## config.mk

```make
export PLATFORM = sky130hd
export DESIGN_NAME = silence_gap_track_splitter
export DESIGN_NICKNAME = d
export VERILOG_FILES = /design/src/sv/sgts_pkg.sv /design/src/sv/sgts_front.sv /design/src/sv/sgts_queue.sv /design/src/sv/sgts_back.sv /design/src/sv/silence_gap_track_splitter.sv
export SDC_FILE = /design/constraint.sdc
export NUM_CORES = 2
export LEC_CHECK = 0
export BUFFER_PORTS_ARGS = -buffer_cell sky130_fd_sc_hd__buf_2
export CAP_MARGIN = 20
export CORE_MARGIN = 3
export CORE_UTILIZATION = 30
export CTS_CLUSTER_SIZE = 14
export DETAILED_ROUTE_END_ITERATION = 16
export SYNTH_ARGS = -nofsm -noshare
export SYNTH_HDL_FRONTEND = slang
export SYNTH_SLANG_ARGS = --single-unit
export TNS_END_PERCENT = 30
```

## constraint.sdc

```tcl
create_clock -name clock -period 12.8 [get_ports clock]
set_clock_uncertainty 0.05 [all_clocks]
set_input_delay 0 -clock clock [delete_from_list [all_inputs] [get_ports clock]]
set_output_delay 0 -clock clock [all_outputs]
set_load 0.01 [all_outputs]
```

## src/sv/sgts_pkg.sv

```systemverilog
// ----------------------------------------------------------------------------
// sgts_pkg: shared types and constants of the silence gap track splitter
// sample and counter widths, register indexes, the word passed front to back
// ----------------------------------------------------------------------------
package sgts_pkg;

   localparam int SAMPLE_BITS = 16;
   localparam int COUNT_BITS  = 32;
   localparam int ENERGY_BITS = 2 * SAMPLE_BITS;

   localparam int THRESH_BITS = 32;
   localparam int GAP_BITS    = 24;
   localparam int TRACK_BITS  = 16;
   localparam int TIME_BITS   = 32;
   localparam int MINTRK_BITS = 32;
   localparam int CSR_DATA_BITS  = 32;
   localparam int CSR_INDEX_BITS = 3;

   // compare widths wide enough for both sides
   localparam int LOUD_CMP_BITS = (ENERGY_BITS > THRESH_BITS) ? ENERGY_BITS : THRESH_BITS;
   localparam int CMP_BITS      = (COUNT_BITS > 32) ? COUNT_BITS : 32;

   localparam int QUEUE_DEPTH = 4;
   localparam int QPTR_BITS   = $clog2(QUEUE_DEPTH);
   localparam int QCNT_BITS   = $clog2(QUEUE_DEPTH + 1);

   // register indexes
   localparam logic [CSR_INDEX_BITS-1:0] CSR_LOUD_THRESHOLD = 3'd0;
   localparam logic [CSR_INDEX_BITS-1:0] CSR_SHORT_SILENCE  = 3'd1;
   localparam logic [CSR_INDEX_BITS-1:0] CSR_MIN_GAP        = 3'd2;
   localparam logic [CSR_INDEX_BITS-1:0] CSR_MIN_TRACK      = 3'd3;
   localparam logic [CSR_INDEX_BITS-1:0] CSR_REPORT_CUTS    = 3'd4;

   // register reset values
   localparam logic [THRESH_BITS-1:0] LOUD_THRESHOLD_RESET = 32'd428441;
   localparam logic [GAP_BITS-1:0]    SHORT_SILENCE_RESET  = 24'd8820;
   localparam logic [GAP_BITS-1:0]    MIN_GAP_RESET        = 24'd44102;
   localparam logic [MINTRK_BITS-1:0] MIN_TRACK_RESET      = 32'd88203;

   // one classified sample word
   typedef struct packed {
      logic loud;
      logic last;
   } sgts_word_type;

   // register file seen by the back part
   typedef struct packed {
      logic [GAP_BITS-1:0]    short_silence;
      logic [GAP_BITS-1:0]    min_gap;
      logic [MINTRK_BITS-1:0] min_track;
      logic                   report_cuts;
   } sgts_back_cfg_type;

endpackage

```

## src/sv/sgts_front.sv

```systemverilog
// ----------------------------------------------------------------------------
// sgts_front: sample classifier
// squares both channels in one stage, sums and compares against the loud
// threshold from its registers, and pushes a loud/last word into the queue
// ----------------------------------------------------------------------------
module sgts_front (
   input  logic                                clock,
   input  logic                                reset,
   input  logic                                req_valid,
   input  logic                                req_stall,
   input  logic signed [sgts_pkg::SAMPLE_BITS-1:0] req_left_sample,
   input  logic signed [sgts_pkg::SAMPLE_BITS-1:0] req_right_sample,
   input  logic                                req_last_sample,
   input  logic [sgts_pkg::THRESH_BITS-1:0]    loud_threshold,
   output logic                                stage_busy,
   output logic                                push_valid,
   output sgts_pkg::sgts_word_type             push_word
);
   import sgts_pkg::*;

   logic                   s1_valid_ff, s1_valid_in;
   logic [ENERGY_BITS-1:0] sq_left_ff, sq_left_in;
   logic [ENERGY_BITS-1:0] sq_right_ff, sq_right_in;
   logic                   s1_last_ff;
   logic [SAMPLE_BITS-1:0] mag_left, mag_right;
   logic [ENERGY_BITS-1:0] energy;
   logic                   take;

   assign take = req_valid && !req_stall;

   // magnitude of the most negative code wraps to the right unsigned value
   always_comb begin
      mag_left  = req_left_sample[SAMPLE_BITS-1]  ? SAMPLE_BITS'(-req_left_sample)
                                                  : SAMPLE_BITS'(req_left_sample);
      mag_right = req_right_sample[SAMPLE_BITS-1] ? SAMPLE_BITS'(-req_right_sample)
                                                  : SAMPLE_BITS'(req_right_sample);
      sq_left_in  = ENERGY_BITS'(mag_left) * ENERGY_BITS'(mag_left);
      sq_right_in = ENERGY_BITS'(mag_right) * ENERGY_BITS'(mag_right);
      s1_valid_in = take;
   end

   always_ff @(posedge clock) begin
      if (reset) begin
         s1_valid_ff <= 1'b0;
      end else begin
         s1_valid_ff <= s1_valid_in;
      end
      if (take) begin
         sq_left_ff  <= sq_left_in;
         sq_right_ff <= sq_right_in;
         s1_last_ff  <= req_last_sample;
      end
   end

   // sum of two squares never exceeds 2^(2*SAMPLE_BITS-1)
   assign energy         = sq_left_ff + sq_right_ff;
   assign push_valid     = s1_valid_ff;
   assign push_word.loud = LOUD_CMP_BITS'(energy) >= LOUD_CMP_BITS'(loud_threshold);
   assign push_word.last = s1_last_ff;
   assign stage_busy     = s1_valid_ff;

endmodule

```

## src/sv/sgts_queue.sv

```systemverilog
// ----------------------------------------------------------------------------
// sgts_queue: short word queue between classifier and run tracker
// register array with read and write pointers and a fill count
// ----------------------------------------------------------------------------
module sgts_queue (
   input  logic                          clock,
   input  logic                          reset,
   input  logic                          push_valid,
   input  sgts_pkg::sgts_word_type       push_word,
   input  logic                          pop,
   output logic                          pop_valid,
   output sgts_pkg::sgts_word_type       pop_word,
   output logic [sgts_pkg::QCNT_BITS-1:0] fill_count
);
   import sgts_pkg::*;

   sgts_word_type         slot_ff [QUEUE_DEPTH];
   logic [QPTR_BITS-1:0]  wr_ptr_ff, wr_ptr_in;
   logic [QPTR_BITS-1:0]  rd_ptr_ff, rd_ptr_in;
   logic [QCNT_BITS-1:0]  count_ff, count_in;
   logic                  do_pop;

   assign do_pop = pop && (count_ff != '0);

   always_comb begin
      wr_ptr_in = wr_ptr_ff;
      rd_ptr_in = rd_ptr_ff;
      count_in  = count_ff;
      if (push_valid) begin
         wr_ptr_in = (wr_ptr_ff == QPTR_BITS'(QUEUE_DEPTH - 1)) ? '0 : wr_ptr_ff + 1'b1;
      end
      if (do_pop) begin
         rd_ptr_in = (rd_ptr_ff == QPTR_BITS'(QUEUE_DEPTH - 1)) ? '0 : rd_ptr_ff + 1'b1;
      end
      if (push_valid && !do_pop) begin
         count_in = count_ff + 1'b1;
      end else if (!push_valid && do_pop) begin
         count_in = count_ff - 1'b1;
      end
   end

   always_ff @(posedge clock) begin
      if (reset) begin
         wr_ptr_ff <= '0;
         rd_ptr_ff <= '0;
         count_ff  <= '0;
      end else begin
         wr_ptr_ff <= wr_ptr_in;
         rd_ptr_ff <= rd_ptr_in;
         count_ff  <= count_in;
      end
      if (push_valid) begin
         slot_ff[wr_ptr_ff] <= push_word;
      end
   end

   assign pop_valid  = count_ff != '0;
   assign pop_word   = slot_ff[rd_ptr_ff];
   assign fill_count = count_ff;

endmodule

```

## src/sv/sgts_back.sv

```systemverilog
// ----------------------------------------------------------------------------
// sgts_back: quiet run tracker and track reporter
// keeps run length, position, previous cut and track count, one word a cycle
// unless stalled, and holds at most one pending result in the output register
// ----------------------------------------------------------------------------
module sgts_back (
   input  logic                                clock,
   input  logic                                reset,
   input  sgts_pkg::sgts_back_cfg_type         cfg,
   input  logic                                pop_valid,
   input  sgts_pkg::sgts_word_type             pop_word,
   output logic                                pop,
   output logic                                rsp_valid,
   input  logic                                rsp_stall,
   output logic [sgts_pkg::TRACK_BITS-1:0]     rsp_track_number,
   output logic [sgts_pkg::TIME_BITS-1:0]      rsp_time_samples
);
   import sgts_pkg::*;

   localparam logic [COUNT_BITS-1:0] COUNT_MAX = '1;
   localparam logic [TRACK_BITS-1:0] TRACK_MAX = '1;
   localparam logic [CMP_BITS-1:0]   TIME_MAX  = CMP_BITS'({TIME_BITS{1'b1}});

   logic [COUNT_BITS-1:0] quiet_ff, quiet_in;
   logic [COUNT_BITS-1:0] pos_ff, pos_in;
   logic [COUNT_BITS-1:0] prev_ff, prev_in;
   logic [TRACK_BITS-1:0] track_ff, track_in;
   logic                  rsp_valid_ff, rsp_valid_in;
   logic [TRACK_BITS-1:0] rsp_track_ff, rsp_track_in;
   logic [TIME_BITS-1:0]  rsp_time_ff, rsp_time_in;

   logic [COUNT_BITS-1:0] gap;
   logic [COUNT_BITS-1:0] quiet_step;
   logic [COUNT_BITS-1:0] pos_step;
   logic [COUNT_BITS-1:0] cut_pos;
   logic [COUNT_BITS-1:0] dur;
   logic [CMP_BITS-1:0]   report_wide;
   logic                  loud_cut, trail_cut, cut, emit;

   // output slot free or draining this cycle
   assign pop = pop_valid && (!rsp_valid_ff || !rsp_stall);

   always_comb begin
      // a zero gap acts as one
      gap = (cfg.min_gap == '0) ? COUNT_BITS'(1) : COUNT_BITS'(cfg.min_gap);

      loud_cut = pop_word.loud
               && (CMP_BITS'(quiet_ff) > CMP_BITS'(cfg.short_silence))
               && (quiet_ff >= gap);

      if (pop_word.loud) begin
         quiet_step = '0;
      end else if (quiet_ff != COUNT_MAX) begin
         quiet_step = quiet_ff + 1'b1;
      end else begin
         quiet_step = quiet_ff;
      end
      pos_step = (pos_ff != COUNT_MAX) ? pos_ff + 1'b1 : pos_ff;

      // trailing run includes the last sample, cut lies after it
      trail_cut = pop_word.last && !loud_cut && (quiet_step >= gap);
      cut       = loud_cut || trail_cut;
      cut_pos   = loud_cut ? pos_ff : pos_step;
      dur       = cut_pos - prev_ff;
      emit      = cut && (CMP_BITS'(dur) >= CMP_BITS'(cfg.min_track));

      track_in  = (emit && track_ff != TRACK_MAX) ? track_ff + 1'b1 : track_ff;
      quiet_in  = quiet_step;
      pos_in    = pos_step;
      prev_in   = cut ? cut_pos : prev_ff;

      report_wide = cfg.report_cuts ? CMP_BITS'(cut_pos) : CMP_BITS'(dur);
      rsp_track_in = track_in;
      rsp_time_in  = (report_wide > TIME_MAX) ? {TIME_BITS{1'b1}}
                                               : TIME_BITS'(report_wide);

      // end of stream puts the run state back to its start
      if (pop_word.last) begin
         quiet_in = '0;
         pos_in   = '0;
         prev_in  = '0;
         track_in = '0;
      end

      if (pop && emit) begin
         rsp_valid_in = 1'b1;
      end else if (!rsp_stall) begin
         rsp_valid_in = 1'b0;
      end else begin
         rsp_valid_in = rsp_valid_ff;
      end
   end

   always_ff @(posedge clock) begin
      if (reset) begin
         quiet_ff     <= '0;
         pos_ff       <= '0;
         prev_ff      <= '0;
         track_ff     <= '0;
         rsp_valid_ff <= 1'b0;
      end else begin
         if (pop) begin
            quiet_ff <= quiet_in;
            pos_ff   <= pos_in;
            prev_ff  <= prev_in;
            track_ff <= track_in;
         end
         rsp_valid_ff <= rsp_valid_in;
      end
      if (pop && emit) begin
         rsp_track_ff <= rsp_track_in;
         rsp_time_ff  <= rsp_time_in;
      end
   end

   assign rsp_valid        = rsp_valid_ff;
   assign rsp_track_number = rsp_track_ff;
   assign rsp_time_samples = rsp_time_ff;

endmodule

```

## src/sv/silence_gap_track_splitter.sv

```systemverilog
// ----------------------------------------------------------------------------
// silence_gap_track_splitter: energy threshold silence detector and track cutter
// splits a stereo PCM word stream into tracks at long quiet runs
// ----------------------------------------------------------------------------
// One stereo sample word is taken per clock when the rsp side keeps up. An
// accepted word is squared into the classifier register; from there its sum
// and threshold compare are written into a four-entry queue, and the run
// tracker takes it, one word a cycle unless the output is stalled, loading
// any track result into the output register as it takes the word.
// The classifier throttles input by the queue fill plus the word in the
// square stage, so a stalled result side stops intake after a few words
// without losing any. A sample is loud when
// left^2 + right^2 reaches the loud threshold. A quiet run that ends on a
// loud sample makes a cut when it is longer than the short silence length
// and at least the minimum gap; on the word flagged last a trailing quiet
// run needs only the minimum gap. Each cut becomes the previous cut, and
// reports a track (number and either cut position or length) only when it
// lies at least min_track samples after the previous one. After the last
// word all run state clears; the registers keep their values. Registers are
// written through the csr port and must only be changed while idle.
// ----------------------------------------------------------------------------
module silence_gap_track_splitter (
   input  logic                                   clock,
   input  logic                                   reset,
   // sample words in
   input  logic                                   req_valid,
   output logic                                   req_stall,
   input  logic signed [sgts_pkg::SAMPLE_BITS-1:0] req_left_sample,
   input  logic signed [sgts_pkg::SAMPLE_BITS-1:0] req_right_sample,
   input  logic                                   req_last_sample,
   // track results out
   output logic                                   rsp_valid,
   input  logic                                   rsp_stall,
   output logic [sgts_pkg::TRACK_BITS-1:0]        rsp_track_number,
   output logic [sgts_pkg::TIME_BITS-1:0]         rsp_time_samples,
   // register writes
   input  logic                                   csr_write_enable,
   input  logic [sgts_pkg::CSR_INDEX_BITS-1:0]    csr_index,
   input  logic [sgts_pkg::CSR_DATA_BITS-1:0]     csr_wdata
);
   import sgts_pkg::*;

   // register file
   logic [THRESH_BITS-1:0] loud_threshold_ff;
   logic [GAP_BITS-1:0]    short_silence_ff;
   logic [GAP_BITS-1:0]    min_gap_ff;
   logic [MINTRK_BITS-1:0] min_track_ff;
   logic                   report_cuts_ff;

   always_ff @(posedge clock) begin
      if (reset) begin
         loud_threshold_ff <= LOUD_THRESHOLD_RESET;
         short_silence_ff  <= SHORT_SILENCE_RESET;
         min_gap_ff        <= MIN_GAP_RESET;
         min_track_ff      <= MIN_TRACK_RESET;
         report_cuts_ff    <= 1'b0;
      end else if (csr_write_enable) begin
         case (csr_index)
            CSR_LOUD_THRESHOLD: loud_threshold_ff <= THRESH_BITS'(csr_wdata);
            CSR_SHORT_SILENCE:  short_silence_ff  <= GAP_BITS'(csr_wdata);
            CSR_MIN_GAP:        min_gap_ff        <= GAP_BITS'(csr_wdata);
            CSR_MIN_TRACK:      min_track_ff      <= MINTRK_BITS'(csr_wdata);
            CSR_REPORT_CUTS:    report_cuts_ff    <= csr_wdata[0];
            default: ;  // writes past the register list are dropped
         endcase
      end
   end

   sgts_back_cfg_type back_cfg;
   assign back_cfg.short_silence = short_silence_ff;
   assign back_cfg.min_gap       = min_gap_ff;
   assign back_cfg.min_track     = min_track_ff;
   assign back_cfg.report_cuts   = report_cuts_ff;

   logic                  stage_busy;
   logic                  push_valid;
   sgts_word_type         push_word;
   logic                  pop;
   logic                  pop_valid;
   sgts_word_type         pop_word;
   logic [QCNT_BITS-1:0]  fill_count;
   logic [QCNT_BITS:0]    committed;

   // every word in the queue or in the classifier stage owns a queue slot,
   // so a push always finds room
   assign committed = (QCNT_BITS + 1)'(fill_count) + (QCNT_BITS + 1)'(stage_busy);
   assign req_stall = committed >= (QCNT_BITS + 1)'(QUEUE_DEPTH);

   sgts_front u_front (
      .clock            (clock),
      .reset            (reset),
      .req_valid        (req_valid),
      .req_stall        (req_stall),
      .req_left_sample  (req_left_sample),
      .req_right_sample (req_right_sample),
      .req_last_sample  (req_last_sample),
      .loud_threshold   (loud_threshold_ff),
      .stage_busy       (stage_busy),
      .push_valid       (push_valid),
      .push_word        (push_word)
   );

   sgts_queue u_queue (
      .clock      (clock),
      .reset      (reset),
      .push_valid (push_valid),
      .push_word  (push_word),
      .pop        (pop),
      .pop_valid  (pop_valid),
      .pop_word   (pop_word),
      .fill_count (fill_count)
   );

   sgts_back u_back (
      .clock            (clock),
      .reset            (reset),
      .cfg              (back_cfg),
      .pop_valid        (pop_valid),
      .pop_word         (pop_word),
      .pop              (pop),
      .rsp_valid        (rsp_valid),
      .rsp_stall        (rsp_stall),
      .rsp_track_number (rsp_track_number),
      .rsp_time_samples (rsp_time_samples)
   );

endmodule
```

==> impl_metrics.sql <==
INSERT INTO impl_metrics (metric_group, metric, value, unit) VALUES
('layout', 'areaGrowthSynthToFinish', '11.9', '%'),
('clock_network', 'postCtsSetupRepairBufs', '0', ''),
('sta', 'max_clock_freq', '107', 'MHz'),
('floorplan', 'core.rowCount', '125', ''),
('worst_setup_path', 'cp_slowest_cell', 'sky130_fd_sc_hd__nor4_1', ''),
('routing', 'remaining_drc_errors', '0', ''),
('sta', 'final-max-slew-violation-count', '0', ''),
('worst_setup_path', 'critical_path_arrival', '9.77', 'ns'),
('synth', 'syn_inst', '3982', ''),
('worst_setup_path', 'cpLargestDelayFamily', 'compound AO/OA/AOI/OAI gates', ''),
('status', 'failing_checks', 'hold timing', ''),
('synth', 'post-synth-top-area-fraction', '18.8', '%'),
('sta', 'finalWorstSetupSlack', '3.47', 'ns'),
('sta', 'hold_viol_final', '1', ''),
('synth', 'syn_area_per_cell', '8.85', 'sq um'),
('synth', 'netlist_area', '35200', 'sq um'),
('routing', 'drt.antenna.violating_nets', '0', ''),
('worst_setup_path', 'critical-path-max-stage-delay', '0.61', 'ns'),
('sta', 'max_slew_margin', '22.2', '%'),
('global_routing', 'global_route.usage.total', '15.5', '%'),
('sta', 'finalSetupTns', '0', 'ns'),
('layout', 'final_layout_size_suffix_gt1_share', '7.47', '%'),
('clock_network', 'max-clock-path-buffers', '3', ''),
('synth', 'dominantRegCellSynth', 'sky130_fd_sc_hd__dfxtp_1', ''),
('synth', 'synth.lib_cells_used.distinct', '100', ''),
('synth', 'synth_edf_count', '119', ''),
('layout', 'number_of_nets_at_the_end_of_the_flow', '4918', ''),
('synth', 'synth-seq-cells', '355', ''),
('synth', 'synth.top_cells.by_area', 'sky130_fd_sc_hd__fa_1, sky130_fd_sc_hd__ha_1, sky130_fd_sc_hd__dfxtp_1', ''),
('floorplan', 'pin_count', '123', ''),
('global_routing', 'grt_busiest_layer', 'met2', ''),
('clock_network', 'htree_levels', '2', ''),
('routing', 'detailroute.via_count', '27700', ''),
('status', 'run_status', 'complete, but fails checks', ''),
('clock_network', 'clkSlewWorstSetupHoldPaths', '0.06', 'ns'),
('clock_network', 'cts_tree', 'yes', ''),
('clock_network', 'tritoncts.num_buffers', '43', ''),
('clock_network', 'clock_sinks', '355', ''),
('synth', 'yosysSeqAreaShare', '23.6', '%'),
('worst_setup_path', 'critPathMaxFanout', '36', ''),
('routing', 'drt_iter0_drc', '1914', ''),
('worst_setup_path', 'setup.worst_path.end_class', 'flip-flop', ''),
('routing', 'drt-wirelength-per-cell', '16.6', 'um'),
('floorplan', 'horizontal_die_dimension', '349', 'um'),
('clock_network', 'clk_root_buffer_cell', 'sky130_fd_sc_hd__clkbuf_16', ''),
('global_routing', 'use_met1', '20.9', '%'),
('global_routing', 'vias_in_the_first_global_route', '27700', ''),
('placement', 'portBuffers', '122', ''),
('global_routing', 'overflow_after_grt', '0', ''),
('clock_network', 'worst_skew_pair.late_latency', '0.61', 'ns'),
('global_routing', 'grt_antenna_before_repair', '6', ''),
('placement', 'post-place-cells', '5551', ''),
('synth', 'synth_top_area_cell', 'sky130_fd_sc_hd__fa_1', ''),
('sta', 'timing.final.crit_period', '9.33', 'ns'),
('global_routing', 'grt_pass1_wl', '152000', 'um'),
('placement', 'post-dp-hpwl', '74500', 'um'),
('worst_setup_path', 'rrSetupSlack', '3.47', 'ns'),
('synth', 'ys_async_sr_fraction', '0', '%'),
('layout', 'final-instance-count-excl-fill', '5680', ''),
('floorplan', 'core_region_area', '116000', 'sq um'),
('worst_setup_path', 'cp_num_buf_inv', '3', ''),
('worst_setup_path', 'critical_path.startpoint_type', 'flip-flop', ''),
('worst_setup_path', 'required', '13.24', 'ns'),
('sta', 'rsz_0062_raised_after_global_routing', 'no', ''),
('placement', 'placer_s_final_routability_congestion_estimate', '0.867', ''),
('sta', 'worst_margin_slew', '1.16', 'ns'),
('synth', 'yosysMostFrequentCell', 'sky130_fd_sc_hd__inv_1', ''),
('global_routing', 'use_met3', '1.64', '%'),
('global_routing', 'grt_start_max_net_pins', '132', ''),
('sta', 'final_min_period_over_clock_period', '72.9', '%'),
('sta', 'worst_hold_slack', '-0.00365', 'ns');
path summary, 6_finish.rpt:
path,start,end,cells past startpoint
setup reg to reg,min_gap_ff[17]$_SDFFE_PP0P_,u_back.rsp_valid$_SDFFE_PP0P_,37
hold / removal,csr_index[1],min_track_ff[2]$_SDFFE_PP0P_,4
hold reg to reg,min_track_ff[27]$_SDFFE_PP0P_,min_track_ff[27]$_SDFFE_PP0P_,2
setup / recovery,min_gap_ff[17]$_SDFFE_PP0P_,u_back.rsp_valid$_SDFFE_PP0P_,37
final cells by class:
type	count	area, sq um
clock buffer	55	1170
fill	12100	76900
antenna	4	10.0
clock inverter	23	223
inverter	620	2330
timing repair buffer	192	1310
multi-input combinational	2907	24200
sequential	355	8300
tap	1524	1910
per-stage QoR:
| stage | area, sq um | utilization, % |
|---|---|---|
| finish | 39400 | 33.9 |
| global route | 39400 | 33.9 |
| CTS | 39300 | 33.8 |
| floorplan | 35300 | - |
| detailed placement | 37500 | 32.2 |
| global placement | 37500 | 32.2 |
worst register-to-register path, delay by kind of cell, from the launching register on:
| family | cells | cell delay (ns) |
|---|---|---|
| AO/OA/AOI/OAI | 17 | 3.57 |
| AND/OR/NAND/NOR | 12 | 2.67 |
| buffers and inverters | 3 | 1.29 |
| adder cells (fa/ha/maj) | 3 | 0.82 |
| multiplexers | 1 | 0.35 |
| flip-flops | 1 | 0.33 |
| XOR/XNOR | 1 | 0.16 |
sequential cells by signal (all words and copies together) (netlist names), 31 cells and up, named ones only:
register                 count
loud_threshold_ff           32
min_track_ff                32
u_back.pos_ff               32
u_back.prev_ff              32
u_back.quiet_ff             32
u_back.rsp_time_samples     32
u_front.sq_left_ff          31
u_front.sq_right_ff         31
kinds of logic (layout without fill, tap and decap cells):
group                      count (synthesis)  count (layout)  synth area share [%]
AOI/OAI and AO/OA                        689             689                  12.9
adders and majority gates                726             726                  32.8
and+or+nand+nor                         1217            1217                  15.9
xor gates and xnor gates                 209             209                  5.26
DFF                                      355             355                  23.6
muxes                                     42              42                  1.37
other                                      2              28                0.0213
buffers and inverters                    742             890                  8.15
routing by layer:
| layer | part of all wire [%] | up-vias |
|---|---|---|
| met1 | 46 | 13400 |
| met5 | 0.030 | - |
| met4 | 1.9 | 4 |
| met3 | 4.4 | 117 |
| met2 | 48 | 597 |
| li1 | - | 13500 |
cells in the final DEF, fill, tap and decap left out, drive strengths merged, types with 82 or more instances in the layout:
cell / synthesis / final
edfxtp: 119 / 119
dfxtp: 236 / 236
a21oi: 213 / 213
o21ai: 114 / 114
fa: 330 / 330
a22oi: 82 / 82
buf: 18 / 148
inv: 609 / 612
nand2: 418 / 418
nor2: 411 / 411
ha: 396 / 396
xnor2: 140 / 140
what timing repair did:
action,in CTS,in global routing
hold buffers,44,0
resized for setup,0,0
hold endpoints to repair,186,0
Power is not shown: default switching activity piles up to over one toggle a cycle in this logic, so the estimate is an artifact.
